### src/hdl/dtg_pkg.sv
// Shared types and constants for the decimal entry tone generator.
// No dependencies; used by dtg_div and decimal_entry_tone_generator.
`default_nettype none

package dtg_pkg;

  // Width of frequency, half period and register data.
  localparam int FieldW = 20;
  localparam int CntW   = $clog2(FieldW);

  // Digits per frequency entry.
  localparam int DigitCount = 6;
  localparam int PosW       = 3;

  localparam logic [7:0] AsciiZero = 8'd48;
  localparam logic [7:0] AsciiNine = 8'd57;

  localparam logic [FieldW-1:0] FieldMax     = {FieldW{1'b1}};
  localparam logic [FieldW-1:0] MaxFreqReset = FieldW'(500000);
  localparam logic [FieldW-1:0] NumerReset   = FieldW'(500000);

  localparam int CfgIdxW = 8;
  typedef logic [CfgIdxW-1:0] cfg_idx_t;
  localparam cfg_idx_t RegMaxFreq = CfgIdxW'(0);
  localparam cfg_idx_t RegNumer   = CfgIdxW'(1);

  typedef enum logic [1:0] {
    StIdle,
    StStart,
    StDiv
  } dtg_state_e;

endpackage

`default_nettype wire

### src/hdl/dtg_div.sv
// Bit-serial restoring divider, one quotient bit per cycle.
// Depends on dtg_pkg for the field width.
`default_nettype none

module dtg_div (
  input  wire logic                          clk_i,
  input  wire logic                          rst_ni,
  input  wire logic                          start_i,
  input  wire logic [dtg_pkg::FieldW-1:0]    numer_i,
  input  wire logic [dtg_pkg::FieldW-1:0]    denom_i,
  output logic                               done_o,
  output logic [dtg_pkg::FieldW-1:0]         quot_o
);

  logic                          busy_q;
  logic                          done_q;
  logic [dtg_pkg::CntW-1:0]      cnt_q;
  logic [dtg_pkg::FieldW-1:0]    rem_q;
  logic [dtg_pkg::FieldW-1:0]    nq_q;
  logic [dtg_pkg::FieldW-1:0]    den_q;
  logic [dtg_pkg::FieldW:0]      rem_sh;
  logic [dtg_pkg::FieldW:0]      rem_sub;
  logic                          qbit;

  // Shift the next numerator bit into the partial remainder and try a subtract.
  always_comb begin
    rem_sh  = {rem_q, nq_q[dtg_pkg::FieldW-1]};
    rem_sub = rem_sh - {1'b0, den_q};
    qbit    = ~rem_sub[dtg_pkg::FieldW];
  end

  always_ff @(posedge clk_i or negedge rst_ni) begin
    if (!rst_ni) begin
      busy_q <= 1'b0;
      done_q <= 1'b0;
      cnt_q  <= '0;
    end else begin
      done_q <= 1'b0;
      if (start_i) begin
        busy_q <= 1'b1;
        cnt_q  <= '0;
      end else if (busy_q) begin
        cnt_q <= cnt_q + 1'b1;
        if (cnt_q == dtg_pkg::CntW'(dtg_pkg::FieldW - 1)) begin
          busy_q <= 1'b0;
          done_q <= 1'b1;
        end
      end
    end
  end

  always_ff @(posedge clk_i) begin
    if (start_i) begin
      rem_q <= '0;
      nq_q  <= numer_i;
      den_q <= denom_i;
    end else if (busy_q) begin
      rem_q <= qbit ? rem_sub[dtg_pkg::FieldW-1:0] : rem_sh[dtg_pkg::FieldW-1:0];
      nq_q  <= {nq_q[dtg_pkg::FieldW-2:0], qbit};
    end
  end

  assign done_o = done_q;
  assign quot_o = nq_q;

endmodule

`default_nettype wire

### src/hdl/decimal_entry_tone_generator.sv
// Top level: decimal frequency entry, clamp, half period division and buzzer.
// Depends on dtg_pkg and dtg_div.
//
//   channel  direction  handshake               payload
//   in       sink       in_valid_i/in_stall_o   func_i, rx_byte_i
//   out      source     out_valid_o/out_stall_i buzzer_level_o, report_valid_o,
//                                               frequency_hz_o, half_period_ticks_o
//   cfg      sink       cfg_valid_i/cfg_ready_o cfg_index_i, cfg_data_i
//
// A tick or a character that does not complete an entry gives its result in the
// cycle after the transfer. The last digit of an entry is clamped and registered,
// loads the divider, runs FieldW (20) quotient bits through the serial divider
// and then registers the result. One item is in work at a time; input stalls while
// a division runs or the result register is full and not being taken. Reset is
// asynchronous and needs no clearing pass; configuration writes are always taken.
`default_nettype none

module decimal_entry_tone_generator (
  input  wire logic                          clk_i,
  input  wire logic                          rst_ni,
  // input items
  input  wire logic                          in_valid_i,
  output logic                               in_stall_o,
  input  wire logic                          func_i,
  input  wire logic [7:0]                    rx_byte_i,
  // result items
  output logic                               out_valid_o,
  input  wire logic                          out_stall_i,
  output logic                               buzzer_level_o,
  output logic                               report_valid_o,
  output logic [dtg_pkg::FieldW-1:0]         frequency_hz_o,
  output logic [dtg_pkg::FieldW-1:0]         half_period_ticks_o,
  // configuration writes
  input  wire logic                          cfg_valid_i,
  output logic                               cfg_ready_o,
  input  wire dtg_pkg::cfg_idx_t             cfg_index_i,
  input  wire logic [dtg_pkg::FieldW-1:0]    cfg_data_i
);

  localparam int W = dtg_pkg::FieldW;

  dtg_pkg::dtg_state_e state_q, state_d;

  logic [W-1:0]              max_freq_q;
  logic [W-1:0]              numer_q;
  logic [dtg_pkg::PosW-1:0]  pos_q;
  logic [W-1:0]              acc_q;
  logic [W-1:0]              half_q;
  logic [W-1:0]              tick_q;
  logic                      level_q;
  logic [W-1:0]              freq_q;

  logic                      out_valid_q;
  logic                      out_level_q;
  logic                      out_report_q;
  logic [W-1:0]              out_freq_q;
  logic [W-1:0]              out_half_q;

  logic                      in_xfer;
  logic                      div_start;
  logic                      div_done;
  logic [W-1:0]              div_quot;

  logic                      is_digit;
  logic [3:0]                digit;
  logic [W+3:0]              acc_x10;
  logic [W-1:0]              acc_sat;
  logic [W-1:0]              acc_next;
  logic [dtg_pkg::PosW-1:0]  pos_inc;
  logic                      entry_done;
  logic [W-1:0]              freq_clamp;
  logic [W-1:0]              freq_next;

  logic [W:0]                tick_inc;
  logic [W-1:0]              tick_d;
  logic                      level_d;

  // Digit accumulation: acc * 10 + digit as two shifted adds, saturated.
  always_comb begin
    is_digit   = (rx_byte_i >= dtg_pkg::AsciiZero) && (rx_byte_i <= dtg_pkg::AsciiNine);
    digit      = 4'(rx_byte_i - dtg_pkg::AsciiZero);
    acc_x10    = {1'b0, acc_q, 3'b000} + {3'b000, acc_q, 1'b0} + {{W{1'b0}}, digit};
    acc_sat    = (acc_x10[W+3:W] != 4'd0) ? dtg_pkg::FieldMax : acc_x10[W-1:0];
    acc_next   = (pos_q == '0) ? {{(W-4){1'b0}}, digit} : acc_sat;
    pos_inc    = pos_q + 1'b1;
    entry_done = is_digit && (pos_inc >= dtg_pkg::PosW'(dtg_pkg::DigitCount));
    freq_clamp = (acc_next > max_freq_q) ? max_freq_q : acc_next;
    freq_next  = (freq_clamp == '0) ? W'(1) : freq_clamp;
  end

  // Tick handling: toggle once half_q ticks have gone by; silent at zero.
  always_comb begin
    tick_inc = {1'b0, tick_q} + 1'b1;
    tick_d   = tick_q;
    level_d  = level_q;
    if (func_i) begin
      if (half_q == '0) begin
        tick_d  = '0;
        level_d = 1'b0;
      end else if (tick_inc >= {1'b0, half_q}) begin
        tick_d  = '0;
        level_d = ~level_q;
      end else begin
        tick_d = tick_inc[W-1:0];
      end
    end
  end

  always_comb begin
    state_d    = state_q;
    div_start  = 1'b0;
    in_stall_o = 1'b1;
    unique case (state_q)
      dtg_pkg::StIdle: begin
        in_stall_o = out_valid_q && out_stall_i;
        if (in_xfer && !func_i && entry_done) begin
          state_d = dtg_pkg::StStart;
        end
      end
      dtg_pkg::StStart: begin
        div_start = 1'b1;
        state_d   = dtg_pkg::StDiv;
      end
      dtg_pkg::StDiv: begin
        if (div_done) begin
          state_d = dtg_pkg::StIdle;
        end
      end
      default: state_d = dtg_pkg::StIdle;
    endcase
  end

  assign in_xfer = in_valid_i && !in_stall_o;

  always_ff @(posedge clk_i or negedge rst_ni) begin
    if (!rst_ni) begin
      state_q <= dtg_pkg::StIdle;
    end else begin
      state_q <= state_d;
    end
  end

  dtg_div u_div (
    .clk_i   (clk_i),
    .rst_ni  (rst_ni),
    .start_i (div_start),
    .numer_i (numer_q),
    .denom_i (freq_q),
    .done_o  (div_done),
    .quot_o  (div_quot)
  );

  always_ff @(posedge clk_i or negedge rst_ni) begin
    if (!rst_ni) begin
      max_freq_q  <= dtg_pkg::MaxFreqReset;
      numer_q     <= dtg_pkg::NumerReset;
      pos_q       <= '0;
      acc_q       <= '0;
      half_q      <= '0;
      tick_q      <= '0;
      level_q     <= 1'b0;
      freq_q      <= '0;
      out_valid_q <= 1'b0;
    end else begin
      if (cfg_valid_i) begin
        case (cfg_index_i)
          dtg_pkg::RegMaxFreq: max_freq_q <= cfg_data_i;
          dtg_pkg::RegNumer:   numer_q    <= cfg_data_i;
          default: ;
        endcase
      end

      // Drop the result once the downstream side takes it.
      if (out_valid_q && !out_stall_i) begin
        out_valid_q <= 1'b0;
      end

      if (in_xfer) begin
        tick_q  <= tick_d;
        level_q <= level_d;
        if (!func_i && is_digit) begin
          acc_q <= acc_next;
          if (entry_done) begin
            pos_q  <= '0;
            freq_q <= freq_next;
          end else begin
            pos_q <= pos_inc;
          end
        end
        if (func_i || !entry_done) begin
          out_valid_q <= 1'b1;
        end
      end

      if (state_q == dtg_pkg::StDiv && div_done) begin
        half_q      <= div_quot;
        out_valid_q <= 1'b1;
      end
    end
  end

  // Result payload; no reset needed.
  always_ff @(posedge clk_i) begin
    if (in_xfer && (func_i || !entry_done)) begin
      out_level_q  <= level_d;
      out_report_q <= 1'b0;
      out_freq_q   <= freq_q;
      out_half_q   <= half_q;
    end else if (state_q == dtg_pkg::StDiv && div_done) begin
      out_level_q  <= level_q;
      out_report_q <= 1'b1;
      out_freq_q   <= freq_q;
      out_half_q   <= div_quot;
    end
  end

  assign out_valid_o         = out_valid_q;
  assign buzzer_level_o      = out_level_q;
  assign report_valid_o      = out_report_q;
  assign frequency_hz_o      = out_freq_q;
  assign half_period_ticks_o = out_half_q;
  assign cfg_ready_o         = 1'b1;

endmodule

`default_nettype wire
### config.mk
export PLATFORM = sky130hd
export DESIGN_NAME = decimal_entry_tone_generator
export DESIGN_NICKNAME = d
export VERILOG_FILES = /design/src/hdl/dtg_pkg.sv /design/src/hdl/dtg_div.sv /design/src/hdl/decimal_entry_tone_generator.sv
export SDC_FILE = /design/constraint.sdc
export NUM_CORES = 1
export LEC_CHECK = 0
export BUFFER_PORTS_ARGS = -buffer_cell sky130_fd_sc_hd__buf_2
export CORE_MARGIN = 2
export CORE_UTILIZATION = 45
export DETAILED_ROUTE_END_ITERATION = 16
export GPL_TIMING_DRIVEN = 0
export PLACE_DENSITY = 0.7
export SETUP_SLACK_MARGIN = 0.4
export SLEW_MARGIN = 10
export SYNTH_ARGS = -nofsm -noshare
export SYNTH_HDL_FRONTEND = slang
export SYNTH_SLANG_ARGS = --single-unit
### constraint.sdc
create_clock -name clk_i -period 11.5 [get_ports clk_i]
set_input_delay 0.575 -clock clk_i [delete_from_list [all_inputs] [get_ports clk_i]]
set_output_delay 0.575 -clock clk_i [all_outputs]
set_load 0.02 [all_outputs]
* Word-level counts from Yosys, hierarchy flattened
Index checks and enable logic that the tools add are counted.
** Storage, ports and cells
- Memory bits (read-only) :: 0
- RAM bits :: 0
- Register bits :: 236
- Latch bits :: 0
- Output and inout bits :: 45
- Bits of input ports :: 42
- Memories :: 0
** Operators by class
- Reductions and logical operators :: 29
- $mul :: 0
- Mux-type cells :: 36
- Divide/modulo/power cells :: 0
- Equal/unequal tests :: 6
- Bitwise gates (word level) :: 2
- $add $sub $neg :: 7
- Shift-type cells :: 0
- Order comparisons :: 5
** Operators by type and width (number)
- $mux 20 :: 13
- $logic_not 20->1 :: 2
- $add 23x21->24 :: 1
- $add 24x4->24 :: 1
- $add 20x1->21 const B :: 1
- $ge 21x20->1 :: 1
- $sub 21x20->21 :: 1
- $gt 20x20->1 :: 1
- $mux 1 :: 17
- $logic_and 1x1->1 :: 10
- $mux 5 :: 2
- $reduce_and 2->1 :: 5
- $eq 8x1->1 const B :: 1
- $ge 8x6->1 const B :: 1
- $le 8x6->1 const B :: 1
- $logic_not 8->1 :: 1
- $pmux 2 s3 :: 1
- $add 5x1->5 const B :: 1
- $eq 5x5->1 const B :: 1
- $logic_not 1->1 :: 4
- $mux 2 :: 2
- $reduce_bool 2->1 :: 2
- $reduce_bool 4->1 :: 1
- $sub 4x1->4 const B :: 1
- 12 further kinds :: 13

* Logic depth before layout (Yosys ltp)
- Depth in word-level cells :: 9
- Mapped depth :: 25

* Hierarchy
From an unflattened synthesis, not the netlist that was laid out.
** Second synthesis, totals
- Cells, all modules :: 1308
- Area total of the unflattened synthesis :: 13611.8 um^2
** Modules (own cells, without submodules)
- decimal_entry_tone_generator :: area each 9681.8 um^2, times used 1, cells each 929
- dtg_div :: area each 3930.0 um^2, times used 1, cells each 379

* Worst setup path after synthesis
Ideal clock, no wire load.
- Path type :: input-to-reg
- Start point :: input rx_byte_i[3]
- End point :: register freq_q[10]
- Data arrival time :: 5.566 ns
- Setup slack :: 5.851 ns
- Stages on the path :: 24
- Cells stage by stage :: inv_1 fa_1 inv_1 fa_1 a211oi_1 o21ai_1 a21boi_1 o41ai_2 mux2i_1 a311oi_4 buf_2 a21oi_1 ha_1 a2111oi_0 o21ai_0 o21ai_0 o211ai_1 a211oi_1 a21o_1 clkbuf_1 clkbuf_1 buf_1 a21oi_1 o21ai_0
** On the way
- Longest elaborated chain between the ends :: 9
** RTL lines
- start, declared :: RTL line decimal_entry_tone_generator.sv:25 : input wire logic [7:0] rx_byte_i,
- $sub 4x1->4 * :: RTL line decimal_entry_tone_generator.sv:81 : digit = 4'(rx_byte_i - dtg_pkg::AsciiZero);
- $add 24x4->24 * :: RTL line decimal_entry_tone_generator.sv:82 : acc_x10 = {1'b0, acc_q, 3'b000} + {3'b000, acc_q, 1'b0} + {{W{1'b0}}, digit};
- $reduce_bool 4->1 :: RTL line decimal_entry_tone_generator.sv:83 : acc_sat = (acc_x10[W+3:W] != 4'd0) ? dtg_pkg::FieldMax : acc_x10[W-1:0];
- $mux 20 * :: RTL line decimal_entry_tone_generator.sv:83
- $mux 20 * :: RTL line decimal_entry_tone_generator.sv:84 : acc_next = (pos_q == '0) ? {{(W-4){1'b0}}, digit} : acc_sat;
- named net acc_next[7] :: RTL line decimal_entry_tone_generator.sv:68 : logic [W-1:0] acc_next;
- $gt 20x20->1 :: RTL line decimal_entry_tone_generator.sv:87 : freq_clamp = (acc_next > max_freq_q) ? max_freq_q : acc_next;
- $mux 20 * :: RTL line decimal_entry_tone_generator.sv:87
- $logic_not 20->1 :: RTL line decimal_entry_tone_generator.sv:88 : freq_next = (freq_clamp == '0) ? W'(1) : freq_clamp;
- $mux 20 * :: RTL line decimal_entry_tone_generator.sv:88
- end signal, assigned :: RTL line decimal_entry_tone_generator.sv:185 : freq_q <= freq_next;
- end, declared :: RTL line decimal_entry_tone_generator.sv:51 : logic [W-1:0] freq_q;
The timed path passes the listed nets; every way through them passes the cells marked *.
A chain may end at the register's enable or synchronous reset.

* Worst setup path in the final report
- Start point :: register acc_q[0]
- End point :: register freq_q[18]
** On the way
- Longest elaborated chain between the ends :: 9
** RTL lines
- start, declared :: RTL line decimal_entry_tone_generator.sv:47 : logic [W-1:0] acc_q;
- start signal, assigned :: RTL line decimal_entry_tone_generator.sv:182 : acc_q <= acc_next;
- $add 23x21->24 * :: RTL line decimal_entry_tone_generator.sv:82
- $add 24x4->24 * :: RTL line decimal_entry_tone_generator.sv:82
- $reduce_bool 4->1 :: RTL line decimal_entry_tone_generator.sv:83
- $mux 20 * :: RTL line decimal_entry_tone_generator.sv:83
- $mux 20 * :: RTL line decimal_entry_tone_generator.sv:84
- named net acc_next[7] :: RTL line decimal_entry_tone_generator.sv:68
- $gt 20x20->1 :: RTL line decimal_entry_tone_generator.sv:87
- $mux 20 * :: RTL line decimal_entry_tone_generator.sv:87
- $logic_not 20->1 :: RTL line decimal_entry_tone_generator.sv:88
- $mux 20 * :: RTL line decimal_entry_tone_generator.sv:88
Marks and branches as above.

==> impl_results.md <==
* CP max stage delay at around 500 ps
* RSZ-0062 raised after global routing: no
* CP Data Arrival Time at 7080 ps
* CTS max path bufs at 3
* Avg Cell Area, Syn at ~10 sq um
* Largest area contributor in the netlist: dfrtp_1
* Achievable frequency at between 0.15 and 0.2 GHz
* Setup Skew at 18.2 ps
* Chip width at 173 um
* YS warnings at 0
* Mapped Nets at about 1400
* Vias in the first global route at around 10000
* Pwr Density at 196 mW/mm^2
* CTS tree: done
* Layout area overhead at 14.3%
* Cts repair resizes at 0
* Max VDD drop at 129 uV
* Clk root buf: clkbuf_16
* First-pass GRT wire length at 50.7 mm
* Post-synthesis cell area at 0.0129 sq mm
* IO Port Bufs at 85
* CP required at around 12000 ps
* Final setup violation count at 0
* Num CTS Buffers at 26
* Area share of the largest cell type after synthesis at 23.3%
* Slew @ Worst Pin at between 1000 and 1500 ps
* Critical path launch point type: flip-flop
* Total gr overflow at 0
* Fill cells at around 2600
* Die Ht at approximately 170 um
* Post-synthesis compound-gate area fraction at 15.4%
* Drt wl/cell at 17.2 um
* Worst skew pair latency at 540 ps
* Final TNS setup at 0 ps
* Initial antenna violation count at 0
* Synth Area in Adders at 10.5%
* Register bit total from synthesis at about 240
* Worst slew margin at 32.1%
* Initial core utilization at 45.4%
* Dpl hpwl at 23.8 mm
* Iteration-0 DRC Markers at around 720
* Die area at between 0.03 and 0.04 sq mm
* Pre-CTS setup slack at 4550 ps
* Final max-slew violation count at 0
* Clock-pin slew on the worst setup and hold paths at 60 ps
* Worst setup margin at around 5000 ps
* Most Frequent Cell on Critical Path: o21ai_0
* Final Cell Area at 0.0148 sq mm
* Reg2reg setup slack at 4870 ps
* Sequential element share of the synthesized area at 48.2%
* Stages on worst setup path at 24
* Fraction of synthesized area in multiplexers at 5.86%
* Slowest-stage cell, CP: fa_1
* Area contributors post-synth: dfrtp_1, edfxtp_1, ha_1
* Post-Synthesis Cells at 1284
* Hold Fails Final Rpt at 0
* Core region area at 0.0285 sq mm
* Layout Utilization at 51.9%
* Area of the multi-input gates at 0.00616 sq mm
* Library cells used by synthesis at 62
* Crit-path max FO at 10
* Cell family with most CP delay: compound AO/OA/AOI/OAI gates
* Hold crit path type: in2reg
* Placed cell areas at roughly 0.014 sq mm
* Largest family of logic cells by synthesized area: compound AO/OA/AOI/OAI gates
* DR vias at around 10000
* Clock sink count at 236
* Nets at 1549
* R2r endpoint: freq_q[18]
* Max Cap Viol at 0
* Setup Crit Path Kind: reg2reg
* Post-synth EDFFs at 81
* Synth Area in Simple Gates at about an eighth
* Leakage power at 6.89 nW
* I/O pins at 87
* Final Critical Period at 6630 ps
* Cell Chain, Critical Path: inv_1, fa_1, inv_1, fa_1, a211oi_1, o21ai_1, a21boi_1, o41ai_2, mux2i_1, a311oi_4, buf_2, a21oi_1, ha_1, a2111oi_0, o21ai_0, o21ai_0, o211ai_1, a211oi_1, a21o_1, clkbuf_1, clkbuf_1, buf_1, a21oi_1, o21ai_0
* Tot GR Track Use at 20.9%
* Critical Path Sink: freq_q[18]
* ANT cells at 0
* Drc violations at 0
* Cells on worst reg2reg path at 24
* Critical path buffers and inverters at 6
* DR vias/cell at approximately 5.5
* Most used DFF post-synth: dfrtp_1
* Critical Path Start: acc_q[0]
* Sequential Area at 0.00622 sq mm
* Post-CTS Repair Setup Buffers at 0
* Routed WL at 31.0 mm
* Part of the cycle the worst path needs at 57.7%
* RD Place Congestion at ~0.91
* Crit path capture type: flip-flop
* H-tree Lvls at 1
* Post-Synth XOR/XNOR Area at 3.65%
* Async S/R FF share, synth at 56.8%
* Initial DRT Pass Iterations at 7
* RR Startpoint: acc_q[0]
* Status: finished clean
* Routed Antenna Nets at 0
* Largest net degree at the start of global routing at 93
* Ratio of cells with drive above 1 in the final layout at 16.0%
* Final hold slack at 281 ps
* Rows at 62
[logic make-up (layout without fill, tap and decap cells)]
kind of cell / Yosys count / count (layout)
other: 1 / 1
XOR/XNOR: 53 / 53
AND/OR/NAND/NOR: 351 / 351
AO/OA/AOI/OAI: 329 / 329
multiplexers: 68 / 68
adder cells (fa/ha/maj): 107 / 107
flip-flops: 236 / 236
buffers and inverters: 139 / 275
[synthesized netlist by cell type (all sizes together), types with 13 or more instances]
cell,instances
nand4,14
inv,87
nor4,13
xnor2,29
dfrtp,120
a21o,21
xor2,24
dfstp,14
mux2,61
nor2,85
nand2,154
ha,104
o21ai,114
edfxtp,81
nand3,21
clkbuf,42
a22o,14
dfxtp,21
a21oi,105
nor3,15
[worst reg2reg max path, cell delays in order, from the launching register on]
cell	delay (ps)
dfrtp_1	350
inv_1	70
fa_1	500
inv_1	70
fa_1	490
a211oi_1	360
o21ai_1	200
a21boi_1	380
o41ai_2	160
mux2i_1	160
a311oi_4	460
buf_2	320
a21oi_1	170
ha_1	330
a2111oi_0	400
o21ai_0	140
o21ai_0	110
o211ai_1	120
a211oi_1	240
a21o_1	110
clkbuf_1	290
clkbuf_1	410
buf_1	390
a21oi_1	160
o21ai_0	160
[power breakdown]
group / internal [mW] / switching, mW
Combinational: 0.387 / 0.612
Clock: 0.484 / 0.344
Sequential: 0.987 / 0.0749
Total: 1.86 / 1.03
[layer usage]
layer,vias up,track usage (%),part of all wire (%)
met3,46,2.13,5.8
met4,0,4.77,2.0
met5,-,0,0
met1,4833,30.6,46
li1,4804,-,-
met2,250,33.6,46
[area by class of cell]
class                      instances  share of cell area, %
timing repair buffer              88                   3.31
clock buffer                      38                   5.41
sequential                       236                   42.1
multi-input combinational        909                   41.7
clock inverter                    10                  0.500
tap                              384                   3.25
inverter                          87                   2.21
buffer                            52                   1.43
[metrics by stage]
| step | cells | total power [mW] |
|---|---|---|
| after floorplan | 1284 | 1.78 |
| after global placement | 1753 | 2.03 |
| after detailed placement | 1755 | 2.06 |
| after CTS | 1804 | 2.89 |
| after global routing | 1804 | 3.07 |
| final | 1804 | 2.89 |
[state kept, by name (all words and copies together), names as in the netlist, 2 cells and up]
register / flops
tick_q: 20
u_div.rem_q: 20
freq_q: 20
acc_q: 20
u_div.cnt_q: 5
u_div.quot_o: 20
half_q: 20
state_q: 2
half_period_ticks_o: 20
u_div.den_q: 20
pos_q: 3
frequency_hz_o: 20
max_freq_q: 20
numer_q: 20
[cell usage in the layout, fill, tap and decap left out, types with 7 or more instances in the layout]
cell	count
dfxtp_1	21
nand4_1	14
clkbuf_1	46
a31oi_1	11
buf_2	88
a22o_1	14
a21o_1	21
o31ai_1	8
xor2_1	24
nand2b_1	10
o211ai_1	7
nand2_1	153
mux2_2	61
o21ai_0	112
nor3_1	13
and3_1	10
mux2i_1	7
clkbuf_16	28
a21oi_1	104
dfrtp_1	120
nor2b_1	8
o21a_1	9
a211oi_1	12
nor2_1	85
inv_1	87
ha_1	104
edfxtp_1	81
dfstp_2	14
nor4_1	13
xnor2_1	28
nand3_1	21
[what timing repair did]
item                       in CTS  in global routing
setup endpoints to repair       0                  0
hold endpoints to repair       42                  0
hold buffers                    1                  0
[worst min-delay path by stage]
stage                             start       endpoint  slack, ps  depth (start not counted)
after floorplan                  rst_ni       acc_q[0]        280                          0
after global placement          level_q        level_q        460                          1
final                     cfg_data_i[1]  max_freq_q[1]        280                          3
after CTS                   out_stall_i    out_valid_o        270                          2
after global routing        out_stall_i    out_valid_o        270                          2
after detailed placement        level_q        level_q        480                          1
Power figures use the tool's default switching activity.
